[src/sprc_pkg.sv]
package sprc_pkg;

  // Motion state of the channel, also shown on the result word
  typedef enum logic [2:0] {
    ModeIdle    = 3'd0,
    ModeGoto    = 3'd1,
    ModeOpening = 3'd2,
    ModeHolding = 3'd3,
    ModeClosing = 3'd4
  } mode_e;

  // Input word action codes
  typedef enum logic [2:0] {
    ActTick     = 3'd0,
    ActGoto     = 3'd1,
    ActUnlatch  = 3'd2,
    ActPowerOff = 3'd3,
    ActPowerOn  = 3'd4
  } action_e;

  // Configuration register indexes
  localparam int unsigned CfgIdxW  = 3;
  localparam int unsigned CfgDataW = 16;
  localparam logic [CfgIdxW-1:0] CfgSafeMin    = 3'd0;
  localparam logic [CfgIdxW-1:0] CfgSafeMax    = 3'd1;
  localparam logic [CfgIdxW-1:0] CfgRampStep   = 3'd2;
  localparam logic [CfgIdxW-1:0] CfgRampPeriod = 3'd3;
  localparam logic [CfgIdxW-1:0] CfgHoldTicks  = 3'd4;
  localparam logic [CfgIdxW-1:0] CfgOpen       = 3'd5;
  localparam logic [CfgIdxW-1:0] CfgClosed     = 3'd6;

  // Fixed values
  localparam logic [11:0] FarThresholdUs  = 12'd100;
  localparam logic [11:0] StartPositionUs = 12'd1500;
  localparam logic [11:0] ResetTargetUs   = 12'd1100;

  // Configuration reset values
  localparam logic [11:0] RstSafeMin    = 12'd600;
  localparam logic [11:0] RstSafeMax    = 12'd2400;
  localparam logic [7:0]  RstRampStep   = 8'd8;
  localparam logic [15:0] RstRampPeriod = 16'd4;
  localparam logic [15:0] RstHoldTicks  = 16'd400;
  localparam logic [11:0] RstOpen       = 12'd1900;
  localparam logic [11:0] RstClosed     = 12'd1100;

  typedef struct packed {
    logic [11:0] safe_min;
    logic [11:0] safe_max;
    logic [7:0]  ramp_step;
    logic [15:0] ramp_period;
    logic [15:0] hold_ticks;
    logic [11:0] open_us;
    logic [11:0] closed_us;
  } cfg_t;

  typedef struct packed {
    mode_e       mode;
    logic [11:0] position;
    logic [11:0] target;
    logic [15:0] ramp_wait;
    logic [15:0] hold_left;
    logic        powered;
  } state_t;

  // Clamp a signed width to [lo, hi]; on overlap x below lo gives lo, else hi
  function automatic logic [11:0] clamp_safe(logic signed [13:0] x,
                                             logic [11:0] lo, logic [11:0] hi);
    logic [11:0] res;
    if (x < $signed({2'b00, lo})) begin
      res = lo;
    end else if (x > $signed({2'b00, hi})) begin
      res = hi;
    end else begin
      res = x[11:0];
    end
    return res;
  endfunction

endpackage

[src/sprc_step.sv]
module sprc_step import sprc_pkg::*; (
  input  state_t      state_i,
  input  cfg_t        cfg_i,
  input  logic [2:0]  action_i,
  input  logic [11:0] target_us_i,
  output state_t      state_o,
  output logic        written_o
);

  logic signed [13:0] pos_s, tgt_s, diff_s, abs_s;
  logic [11:0]        diff_abs;
  logic               near, far;
  logic [8:0]         step_sel;
  logic signed [13:0] goto_up, goto_dn, step_up, step_dn;
  logic [15:0]        next_wait, hold_dec;

  // Distance to target and step selection
  assign pos_s    = $signed({2'b00, state_i.position});
  assign tgt_s    = $signed({2'b00, state_i.target});
  assign diff_s   = tgt_s - pos_s;
  assign abs_s    = diff_s[13] ? -diff_s : diff_s;
  assign diff_abs = abs_s[11:0];
  assign near     = diff_abs <= {4'b0000, cfg_i.ramp_step};
  assign far      = diff_abs > FarThresholdUs;
  assign step_sel = far ? {cfg_i.ramp_step, 1'b0} : {1'b0, cfg_i.ramp_step};

  assign goto_up = pos_s + $signed({5'b00000, step_sel});
  assign goto_dn = pos_s - $signed({5'b00000, step_sel});
  assign step_up = pos_s + $signed({6'b000000, cfg_i.ramp_step});
  assign step_dn = pos_s - $signed({6'b000000, cfg_i.ramp_step});

  // Reload of the pacing counter; a zero period acts as one
  assign next_wait = (cfg_i.ramp_period == 16'd0) ? 16'd0 : cfg_i.ramp_period - 16'd1;

  // Hold countdown runs on every tick while holding
  assign hold_dec = (state_i.mode == ModeHolding && state_i.hold_left != 16'd0) ?
                    state_i.hold_left - 16'd1 : state_i.hold_left;

  // Apply one word to the state
  always_comb begin
    state_o   = state_i;
    written_o = 1'b0;
    unique case (action_i)
      ActTick: begin
        state_o.hold_left = hold_dec;
        if (state_i.ramp_wait != 16'd0) begin
          state_o.ramp_wait = state_i.ramp_wait - 16'd1;
        end else begin
          unique case (state_i.mode)
            ModeGoto: begin
              written_o = 1'b1;
              if (near) begin
                state_o.position = clamp_safe(tgt_s, cfg_i.safe_min, cfg_i.safe_max);
                state_o.mode     = ModeIdle;
              end else begin
                state_o.position = clamp_safe((state_i.target > state_i.position) ?
                                              goto_up : goto_dn,
                                              cfg_i.safe_min, cfg_i.safe_max);
                state_o.ramp_wait = next_wait;
              end
            end
            ModeOpening: begin
              if (state_i.position >= state_i.target) begin
                state_o.mode      = ModeHolding;
                state_o.hold_left = cfg_i.hold_ticks;
              end else begin
                state_o.position  = clamp_safe(step_up, cfg_i.safe_min, cfg_i.safe_max);
                state_o.ramp_wait = next_wait;
                written_o         = 1'b1;
              end
            end
            ModeHolding: begin
              if (hold_dec == 16'd0) begin
                state_o.mode   = ModeClosing;
                state_o.target = cfg_i.closed_us;
              end
              state_o.ramp_wait = next_wait;
            end
            ModeClosing: begin
              if (state_i.position <= state_i.target) begin
                state_o.mode = ModeIdle;
              end else begin
                state_o.position  = clamp_safe(step_dn, cfg_i.safe_min, cfg_i.safe_max);
                state_o.ramp_wait = next_wait;
                written_o         = 1'b1;
              end
            end
            default: begin
            end
          endcase
        end
      end
      ActGoto: begin
        state_o.target    = clamp_safe($signed({2'b00, target_us_i}),
                                       cfg_i.safe_min, cfg_i.safe_max);
        state_o.mode      = ModeGoto;
        state_o.ramp_wait = 16'd0;
      end
      ActUnlatch: begin
        state_o.mode      = ModeOpening;
        state_o.target    = cfg_i.open_us;
        state_o.ramp_wait = 16'd0;
      end
      ActPowerOff: begin
        state_o.powered = 1'b0;
        state_o.mode    = ModeIdle;
      end
      ActPowerOn: begin
        state_o.powered  = 1'b1;
        state_o.position = clamp_safe(pos_s, cfg_i.safe_min, cfg_i.safe_max);
        written_o        = 1'b1;
      end
      default: begin
      end
    endcase
  end

endmodule

[src/servo_pulse_ramp_controller.sv]
// Each word goes from the input register into the result register as its result.
// Throughput: one word per cycle; the input register and the result register
// each take a new word whenever the result register is empty or being taken.
// Reset: configuration returns to its defaults, width 1500 us, idle, powered,
// and both register stages empty.
module servo_pulse_ramp_controller import sprc_pkg::*; (
  input  logic                clk_i,
  input  logic                rst_ni,
  input  logic                cfg_we_i,
  input  logic [CfgIdxW-1:0]  cfg_idx_i,
  input  logic [CfgDataW-1:0] cfg_wdata_i,
  input  logic                in_valid_i,
  output logic                in_stall_o,
  input  logic [2:0]          action_i,
  input  logic [11:0]         target_us_i,
  output logic                out_valid_o,
  input  logic                out_stall_i,
  output logic [11:0]         pulse_us_o,
  output logic [2:0]          motion_state_o,
  output logic                drive_enabled_o,
  output logic                pulse_written_o
);

  cfg_t        cfg_q;
  state_t      state_q, state_d;
  logic        in_valid_q, out_valid_q;
  logic [2:0]  action_q;
  logic [11:0] target_q;
  logic        written_d;
  logic        out_written_q, out_drive_q;
  logic [11:0] out_pulse_q;
  logic [2:0]  out_mode_q;
  logic        advance, in_load, proc;

  // Handshake control
  assign advance    = !out_valid_q || !out_stall_i;
  assign in_load    = !in_valid_q || advance;
  assign proc       = in_valid_q && advance;
  assign in_stall_o = !in_load;

  // Configuration registers
  always_ff @(posedge clk_i or negedge rst_ni) begin
    if (!rst_ni) begin
      cfg_q.safe_min    <= RstSafeMin;
      cfg_q.safe_max    <= RstSafeMax;
      cfg_q.ramp_step   <= RstRampStep;
      cfg_q.ramp_period <= RstRampPeriod;
      cfg_q.hold_ticks  <= RstHoldTicks;
      cfg_q.open_us     <= RstOpen;
      cfg_q.closed_us   <= RstClosed;
    end else if (cfg_we_i) begin
      unique case (cfg_idx_i)
        CfgSafeMin:    cfg_q.safe_min    <= cfg_wdata_i[11:0];
        CfgSafeMax:    cfg_q.safe_max    <= cfg_wdata_i[11:0];
        CfgRampStep:   cfg_q.ramp_step   <= cfg_wdata_i[7:0];
        CfgRampPeriod: cfg_q.ramp_period <= cfg_wdata_i[15:0];
        CfgHoldTicks:  cfg_q.hold_ticks  <= cfg_wdata_i[15:0];
        CfgOpen:       cfg_q.open_us     <= cfg_wdata_i[11:0];
        CfgClosed:     cfg_q.closed_us   <= cfg_wdata_i[11:0];
        default: begin
        end
      endcase
    end
  end

  // Input register: load a new word whenever the stage moves on
  always_ff @(posedge clk_i or negedge rst_ni) begin
    if (!rst_ni) begin
      in_valid_q <= 1'b0;
    end else if (in_load) begin
      in_valid_q <= in_valid_i;
    end
  end

  always_ff @(posedge clk_i) begin
    if (in_load && in_valid_i) begin
      action_q <= action_i;
      target_q <= target_us_i;
    end
  end

  sprc_step u_step (
    .state_i     (state_q),
    .cfg_i       (cfg_q),
    .action_i    (action_q),
    .target_us_i (target_q),
    .state_o     (state_d),
    .written_o   (written_d)
  );

  // Channel state: advance once per processed word
  always_ff @(posedge clk_i or negedge rst_ni) begin
    if (!rst_ni) begin
      state_q.mode      <= ModeIdle;
      state_q.position  <= StartPositionUs;
      state_q.target    <= ResetTargetUs;
      state_q.ramp_wait <= 16'd0;
      state_q.hold_left <= 16'd0;
      state_q.powered   <= 1'b1;
    end else if (proc) begin
      state_q <= state_d;
    end
  end

  // Result register
  always_ff @(posedge clk_i or negedge rst_ni) begin
    if (!rst_ni) begin
      out_valid_q <= 1'b0;
    end else if (advance) begin
      out_valid_q <= in_valid_q;
    end
  end

  always_ff @(posedge clk_i) begin
    if (proc) begin
      out_pulse_q   <= state_d.position;
      out_mode_q    <= state_d.mode;
      out_drive_q   <= state_d.powered;
      out_written_q <= written_d;
    end
  end

  assign out_valid_o     = out_valid_q;
  assign pulse_us_o      = out_pulse_q;
  assign motion_state_o  = out_mode_q;
  assign drive_enabled_o = out_drive_q;
  assign pulse_written_o = out_written_q;

  // The input stage stalls only behind a held result word
  a_stall_cause: assert property (@(posedge clk_i) disable iff (!rst_ni)
    in_stall_o |-> (out_valid_q && out_stall_i))
    else $error("input stalled without a held result");

  // Power off always leaves the channel idle and undriven
  a_power_off: assert property (@(posedge clk_i) disable iff (!rst_ni)
    (proc && action_q == ActPowerOff) |=> (state_q.mode == ModeIdle && !state_q.powered))
    else $error("power off did not idle the channel");

  // Unused action codes leave the state untouched and write nothing
  a_unused_code: assert property (@(posedge clk_i) disable iff (!rst_ni)
    (proc && (action_q == 3'd5 || action_q == 3'd6 || action_q == 3'd7))
    |=> ($stable(state_q) && !out_written_q))
    else $error("unused action code changed state");

  // A written width lies inside a consistent safe range
  a_clamped: assert property (@(posedge clk_i) disable iff (!rst_ni)
    (proc && written_d && cfg_q.safe_min <= cfg_q.safe_max && !cfg_we_i)
    |=> (state_q.position >= cfg_q.safe_min && state_q.position <= cfg_q.safe_max))
    else $error("written width outside safe range");

endmodule
[config.mk]
export PLATFORM = sky130hd
export DESIGN_NAME = servo_pulse_ramp_controller
export DESIGN_NICKNAME = d
export VERILOG_FILES = /design/src/sprc_pkg.sv /design/src/sprc_step.sv /design/src/servo_pulse_ramp_controller.sv
export SDC_FILE = /design/constraint.sdc
export NUM_CORES = 1
export LEC_CHECK = 0
export BUFFER_PORTS_ARGS = -buffer_cell sky130_fd_sc_hd__buf_2
export CORE_MARGIN = 4
export CORE_UTILIZATION = 35
export DETAILED_ROUTE_END_ITERATION = 8
export GPL_TIMING_DRIVEN = 0
export PLACE_DENSITY = 0.52
export REMOVE_ABC_BUFFERS = 1
export SYNTH_ARGS = -nofsm -noshare
export SYNTH_HDL_FRONTEND = slang
export SYNTH_SLANG_ARGS = --single-unit
[constraint.sdc]
create_clock -name clk_i -period 23 [get_ports clk_i]
set_input_delay 4.6 -clock clk_i [delete_from_list [all_inputs] [get_ports clk_i]]
set_output_delay 4.6 -clock clk_i [all_outputs]
set_load 0.02 [all_outputs]
# Word-level counts from Yosys, hierarchy flattened
# Index checks and enable logic that the tools add are counted.
# op_classes
add_sub_neg	9
n_lt_le_gt_ge	17
n_eq_ne	21
n_mux	46
reduce_logical	26
# op_table
cell	n
12-bit 2-to-1 mux	18
16-bit 2-to-1 mux	9
28-bit case mux with 3 select lines	1
16-bit case mux with 4 select lines	1
12-bit greater-than comparator	4
16-bit by 1-bit subtractor with 16-bit output, second input constant	3
14-bit by 13-bit greater-than comparator with 1-bit output	3
14-bit by 13-bit less-than comparator with 1-bit output	3
12-bit less-than comparator	3
12-bit case mux with 3 select lines	1
16-bit zero test	2
16-bit nonzero test	2
27-bit 2-to-1 mux	1
12-bit case mux with 2 select lines	1
3-bit case mux with 4 select lines	2
3-bit by 2-bit equality test with 1-bit output, second input constant	6
2-bit AND reduction	8
3-bit equality test, second input constant	5
14-bit 2-to-1 mux	1
12-bit by 8-bit adder with 13-bit output	1
12-bit by 9-bit adder with 13-bit output	1
12-bit by 12-bit subtractor with 13-bit output	1
12-bit by 8-bit subtractor with 13-bit output	1
12-bit by 9-bit subtractor with 13-bit output	1
other kinds (23)	40
# word_totals
regBits	182
out_inout_bits	19
wordCells	140

# Logic depth before layout (Yosys ltp)
# Gate-level depths: netlist (run 1).
# depth
ltp_word	14
mapped_depth	40
depth_no_buf	35

# Modules after synthesis
# From an unflattened synthesis (run 1), not the netlist that was laid out.
# unflattened
cells_unflattened	2014
area_unflattened_um2	17724.5
# modules_own_cells
mod	n_inst	cells_each	area_each_um2	seq_area_each_um2
sprc_step	1	1657	11053.1	0.0
servo_pulse_ramp_controller	1	357	6671.4	4759.6

# Least setup slack after synthesis (run 1)
# Ideal clock, no wire load.
# synth_path
path_kind	input -> output
from	input port out_stall_i
to	output port in_stall_o
arrival_time_ps	4849
setup_slack_ps	13551
stages	2
cell_sequence	nand3_1 > inv_1
# synth_between
elab_chain_cells	4
# synth_lines
element	line_no	rtl
from (decl)	servo_pulse_ramp_controller.sv:17	input logic out_stall_i,
1-bit zero test	servo_pulse_ramp_controller.sv:36	assign advance = !out_valid_q || !out_stall_i;
1-bit logical OR	servo_pulse_ramp_controller.sv:36	
1-bit logical OR	servo_pulse_ramp_controller.sv:37	assign in_load = !in_valid_q || advance;
1-bit zero test	servo_pulse_ramp_controller.sv:39	assign in_stall_o = !in_load;
to (decl)	servo_pulse_ramp_controller.sv:13	output logic in_stall_o,
# Every way passes these cells.

==> flow_metrics.tcl, run 1 <==
set metrics [dict create \
    via_count 15800 \
    seq_area_frac_synth_pct 28.3 \
    synth_edf_count 32 \
    wl_um 65800 \
    max_stage_delay_ns 0.89 \
    holdWs_ns 0.500 \
    use_met3_pct 3.82 \
    slew_headroom_pct 11.8 \
    use_met1_pct 35.1 \
    grt_max_degree 90 \
    cts_tree "built" \
    synth-seq-cells 182 \
    clk_latency_ns 0.48 \
    ys_top_cells_by_area "dfrtp_1 17%, ha_1 15%, mux2_2 6.4%, edfxtp_1 5.7%, dfstp_2 5.6%" \
    swShare_pct 54.0 \
    crit_path_start_kind "register" \
    p_comb_share_pct 72.8 \
    p_int_mw 1.46 \
    drc_errors 0 \
    tns_ns 0 \
    hold_viol 0 \
    reg2reg_depth 30 \
    fillers 4796 \
    grt_antenna_before_repair 1 \
    totalPowerFinal_mw 3.18 \
    worst_ep_required_time_ns 23.22 \
    grt_pass1_vias 15100 \
    clock-sinks 182 \
    cts_buffers 17 \
    yosysWarnings 0 \
    ys_async_sr_fraction_pct 82.4 \
    h-tree-depth 4 \
    post-route-min-period_ns 10.13 \
    gp_congestion 0.951 \
    synth_top_area_share_pct 17.0 \
    path_max_fanout 23 \
    worstSetupEndpointType "register" \
    synth_area_um2 16800 \
    path_common_cell "a21oi_1" \
    drtIter0Drc 1510 \
    syn_area_per_cell_um2 8.56 \
    fin_cells 2600 \
    nets 2211 \
    setup_ws_ns 12.87 \
    dp_slack_ns 12.98 \
    syn_to_final_growth_pct 9.23 \
    cts_root_buf "clkbuf_16" \
    via_per_inst 6.08 \
    io_pins 58 \
    wl_per_cell_um 25.3 \
    row_count 80 \
    power_frac_seq_pct 17.9 \
    gr-total-overflow 0 \
    grt_setup_unrepaired "no" \
    power.leakage_nw 7.88 \
    port_buffers 57 \
    cp_slowest_cell "dfrtp_1" \
    met2_usage_pct 39.5 \
    synthFlopType "dfrtp_1" \
    synth.distinct_cells 90 \
    min_path_type "reg -> reg" \
    drv_cap 0 \
    grt_busiest_layer "met2" \
    peakVddDrop_mv 0.0903 \
    die_x_um 227 \
    holdPathStages 1 \
    post-cts-setup-buffer-count 0 \
    dp_cells 2566 \
    cp.arrival_ns 10.35 \
    initial_core_util_pct 35.3 \
    fin_worst_skew_ns 0.0268 \
    drive_above_1_share_pct 14.1 \
    crit_type "reg -> reg" \
    post_cts_resized 0 \
    setup_viol 0 \
    die_h_um 227 \
    clock_power_share_pct 9.3 \
    core_area_um2 47500 \
    grtUsageTotal_pct 25.3 \
    syn_inst 1963 \
    hold_buffers 0 \
    status "finished, final reports clean" \
    mostFrequentLayoutCell "ha_1" \
    yosys.area.top_type "dfrtp_1" \
    fin_crit_sh_pct 44.0 \
    p_per_area_nw_per_um2 173 \
    grt_first_pass_wirelength_um 97200 \
    switchingPower_mw 1.72 \
    dp_hpwl_um 48300 \
    first_pass_iters 5 \
    max_freq_mhz 98.7 \
    final_cell_mix "197 x ha_1, 188 x o21ai_0, 170 x nor2_1" \
    detail-route-antenna-nets 0 \
    maxSlewViolCount 0 \
    clk_pin_slew_worst_paths_ns 0.08 \
    cts_buffer_depth 2 \
    tightestPinTransition_ns 1.31 \
    dieArea_um2 51600 \
]
-- kinds of logic (layout without fill, tap and decap cells) --
logic type               after synthesis  after routing  synth area share (%)
AND/OR/NAND/NOR                      598            598                  17.3
XOR/XNOR                              60             60                  3.13
multiplexers                         137            137                  8.87
buffers and inverters                169            189                  4.03
other                                  0              2                     0
AO/OA/AOI/OAI                        615            615                  23.1
flip-flops                           182            182                  28.3
adder cells (fa/ha/maj)              202            202                  15.3
-- state kept, by name, indices dropped and copies added, names as in the netlist --
name	flops
drive_enabled_o	1
target_q	12
pulse_written_o	1
state_q	60
out_valid_o	1
motion_state_o	3
cfg_q	88
action_q	3
in_valid_q	1
pulse_us_o	12
-- power by group through the flow --
| stage | Clock (mW) | Combinational, mW | Sequential [mW] |
|---|---|---|---|
| after global placement | 0 | 2.16 | 0.569 |
| after floorplan | 0 | 1.60 | 0.504 |
| final | 0.296 | 2.31 | 0.570 |
| after global routing | 0.318 | 2.55 | 0.578 |
| after CTS | 0.307 | 2.26 | 0.565 |
| after detailed placement | 0 | 2.25 | 0.571 |
-- per-stage QoR --
stage	utilization, %	cell area (um2)
floorplan	-	16400
global placement	36.8	17500
detailed placement	37.4	17800
CTS	38.6	18300
global route	38.6	18300
finish	38.6	18400
-- worst paths after layout --
kind                        startpoint            end  slack [ns]
max                        state_q[46]  pulse_us_o[3]       12.87
min                        state_q[17]    state_q[17]        0.50
max reg2reg                state_q[46]  pulse_us_o[3]       12.87
min reg2reg                state_q[17]    state_q[17]        0.50
max in group asynchronous       rst_ni      cfg_q[59]       17.95
min in group asynchronous       rst_ni      cfg_q[45]        4.17
-- critical path, delay by kind of cell (launching register included) --
family	cells	cell delay, ns
AOI/OAI and AO/OA	15	4.09
DFF	1	0.89
xor gates and xnor gates	1	0.35
adders and majority gates	4	1.45
buffers and inverters	2	0.41
and+or+nand+nor	7	2.53
muxes	1	0.13
-- metal layers --
layer	part of all wire (%)	vias to the layer above
met4	4.5	0
li1	-	7318
met2	44	604
met3	6.4	138
met1	45	7747
met5	0	-
-- layout make-up --
type | count | area, um2 | area share [%]
multi-input cells | 1612 | 11400 | 62.3
flip-flops and latches | 182 | 4760 | 25.9
well taps | 615 | 769 | 4.19
repair buffers | 75 | 495 | 2.70
clock buffers | 17 | 425 | 2.32
inverters | 82 | 310 | 1.69
clock inverters | 15 | 161 | 0.879
diodes | 2 | 5.00 | 0.0273
-- Yosys cell counts (all sizes together), types with 12 or more instances --
cell,instances
nand4,23
or3,15
mux2,95
nor3,58
a31oi,17
dfrtp,114
a211oi,24
nor2b,26
nand3,38
and3,13
nor2,173
nand2b,27
o31ai,15
o21a,16
a21oi,151
o21ai,196
o211ai,27
a21o,42
a22oi,19
dfstp,36
buf,16
ha,197
mux2i,42
edfxtp,32
nand2,156
inv,81
clkbuf,70
xnor2,37
nor4,16
xor2,23
or2,12
(Power assumes the default switching activity.)
==> run 2: changes to the inputs <==
--- a/config.mk
+++ b/config.mk
@@ -5,6 +5,7 @@
 export SDC_FILE = /design/constraint.sdc
 export NUM_CORES = 1
 export LEC_CHECK = 0
+export ABC_AREA = 1
 export BUFFER_PORTS_ARGS = -buffer_cell sky130_fd_sc_hd__buf_2
 export CORE_MARGIN = 4
 export CORE_UTILIZATION = 35
==> constraint.sdc (replaced) <==
create_clock -name clk_i -period 10.2 [get_ports clk_i]
set_input_delay 2.04 -clock clk_i [delete_from_list [all_inputs] [get_ports clk_i]]
set_output_delay 2.04 -clock clk_i [all_outputs]
set_load 0.02 [all_outputs]
==> run 2 against run 1 <==
Net effect: wire length decreased by 3.1%; hold slack worse by 0.014 ns; critical path depth rose by 20; die area up 5.3%; setup slack worse by 11 ns; sequential share of layout area fell by 1.1 points; register-to-register slack got worse by 11 ns; final cell count increased by 25%; design area increased by 4.3%; non-clock buffer count shrank 14.
==> flow_metrics.tcl, run 2 <==
set metrics [dict create \
    status "finished, final reports clean" \
    io_pins 58 \
    grt_antenna_before_repair 1 \
    grt_pass1_vias 16700 \
    grt_max_degree 79 \
    via_count 17500 \
    synth.distinct_cells 58 \
    gr-total-overflow 0 \
    synth-seq-cells 182 \
    maxSlewViolCount 0 \
    dp_slack_ns 1.70 \
    syn_inst 2578 \
    yosys.area.top_type "dfrtp_1" \
    rr_endpoint "state_q[48]" \
    setup_viol 0 \
    core_area_um2 50100 \
    initial_core_util_pct 35.4 \
    r2r-start "state_q[46]" \
    multi_input_area_um2 11300 \
    grt_first_pass_wirelength_um 97300 \
    fin_crit_sh_pct 83.7 \
    post-cts-setup-buffer-count 0 \
    critPathLaunch "state_q[46]" \
    cts_root_buf "clkbuf_16" \
    tightestPinTransition_ns 1.30 \
    row_count 82 \
    largest_reg_flops 88 \
    fillers 5499 \
    reg2reg_depth 50 \
    synth.most_common_cell "nand2_1" \
    hold_buffers 0 \
    clk_latency_ns 0.45 \
    setup_ws_ns 1.67 \
    synth_area_um2 17700 \
    h-tree-depth 4 \
    synth_top_area_share_pct 16.1 \
    synth_common_cells "717 x nand2_1, 300 x inv_1, 197 x ha_1, 197 x o21ai_0, 193 x nand3_1" \
    reg.largest.list "cfg_q (88), state_q (60)" \
    drtIter0Drc 1673 \
    crit_type "reg -> reg" \
    yosysWarnings 0 \
    dieArea_um2 54300 \
    die_h_um 233 \
    synthFlopType "dfrtp_1" \
    path_max_fanout 16 \
    slew_headroom_pct 12.9 \
    dp_hpwl_um 48400 \
    max_stage_delay_ns 0.97 \
    worstSetupEndpointType "register" \
    port_buffers 57 \
    drv_cap 0 \
    seq_area_frac_synth_pct 26.8 \
    cp.arrival_ns 8.92 \
    min_path_type "reg -> reg" \
    hold_viol 0 \
    cp_slowest_cell "dfrtp_1" \
    die_x_um 233 \
    r2r_slack_ns 1.67 \
    post_cts_resized 0 \
    detail-route-antenna-nets 0 \
    first_pass_iters 8 \
    clock-sinks 182 \
    cts_tree "built" \
    fin_worst_skew_ns 0.0112 \
    ys_async_sr_fraction_pct 82.4 \
    grt_setup_unrepaired "no" \
    ys_top_cells_by_area "dfrtp_1 16%, nand2_1 15%, ha_1 14%, inv_1 6.4%, o21ai_0 5.6%" \
    synth_edf_count 32 \
    wl_um 63800 \
    syn_area_per_cell_um2 6.88 \
    cts_buffers 17 \
    gp_congestion 0.960 \
    syn_to_final_growth_pct 7.95 \
    nets 2810 \
    grtUsageTotal_pct 23.3 \
    tns_ns 0 \
    worst_ep_required_time_ns 10.59 \
    final_cell_mix "717 x nand2_1, 300 x inv_1, 197 x o21ai_0, 197 x ha_1, 193 x nand3_1" \
    cts_buffer_depth 2 \
    regArea_um2 4760 \
    drc_errors 0 \
    drive_above_1_share_pct 8.40 \
    post-route-min-period_ns 8.53 \
    path_common_cell "nand2_1" \
    crit_path_start_kind "register" \
    critPathCapture "state_q[48]" \
    clk_pin_slew_worst_paths_ns 0.08 \
    wl_per_cell_um 19.6 \
    max_freq_mhz 117 \
    mostFrequentLayoutCell "nand2_1" \
    diodes 0 \
    regMostFlops "cfg_q" \
    via_per_inst 5.39 \
]
run 2: area by class of cell:
class / count / area share [%]
inverter: 325 / 6.38
tap: 672 / 4.39
multi-input combinational: 1982 / 59.3
clock buffer: 17 / 2.22
sequential: 182 / 24.9
timing repair buffer: 61 / 1.86
clock inverter: 15 / 0.974
run 2: cells by family (layout without fill, tap and decap cells):
kind of cell	after synthesis	after routing	share of synthesized area, %
AND/OR/NAND/NOR	1197	1197	29.0
AO/OA/AOI/OAI	514	514	16.9
buffers and inverters	414	418	9.34
adder cells (fa/ha/maj)	202	202	14.5
flip-flops	182	182	26.8
XOR/XNOR	69	69	3.41
run 2: worst max-delay path, delay by kind of cell (launching register included):
family,cells,cell delay [ns]
flops,1,0.97
buf+inv,6,0.83
compound gates,3,1.02
simple gates,36,3.96
fa+ha+maj,4,1.46
xor+xnor,1,0.17
run 2: metal layers:
| metal | wire length, um | global-route usage [%] | vias up | part of all wire (%) |
|---|---|---|---|---|
| met4 | 2650 | 8.93 | 2 | 4.2 |
| li1 | - | - | 8638 | - |
| met2 | 29500 | 38.7 | 505 | 46 |
| met1 | 28200 | 30.6 | 8254 | 44 |
| met5 | 7 | 0 | - | 0.011 |
| met3 | 3490 | 3.26 | 125 | 5.5 |
run 2: worst min path at each step:
stage | start | end | slack [ns] | cells past startpoint
after floorplan | in_valid_q | out_valid_o | 0.43 | 2
after global placement | in_valid_q | out_valid_o | 0.46 | 2
after detailed placement | cfg_q[29] | cfg_q[29] | 0.47 | 2
after CTS | cfg_q[29] | cfg_q[29] | 0.49 | 2
after global routing | cfg_q[12] | cfg_q[12] | 0.50 | 2
final | cfg_q[25] | cfg_q[25] | 0.49 | 2
run 2: stage by stage:
step	utilization [%]	hold WS, ns	cells	instance area (um2)
6_report	38.2	0.486	3254	19100
3_5_place_dp	37.0	0.473	3222	18500
5_1_grt	38.2	0.502	3254	19100
3_3_place_gp	36.8	0.455	3218	18400
2_1_floorplan	-	0.434	2489	17300
4_1_cts	38.2	0.491	3254	19100
Power of run 2 is left out: the tool's default activity adds up to more than one toggle a clock period on the data nets, which glitch-free logic cannot reach.
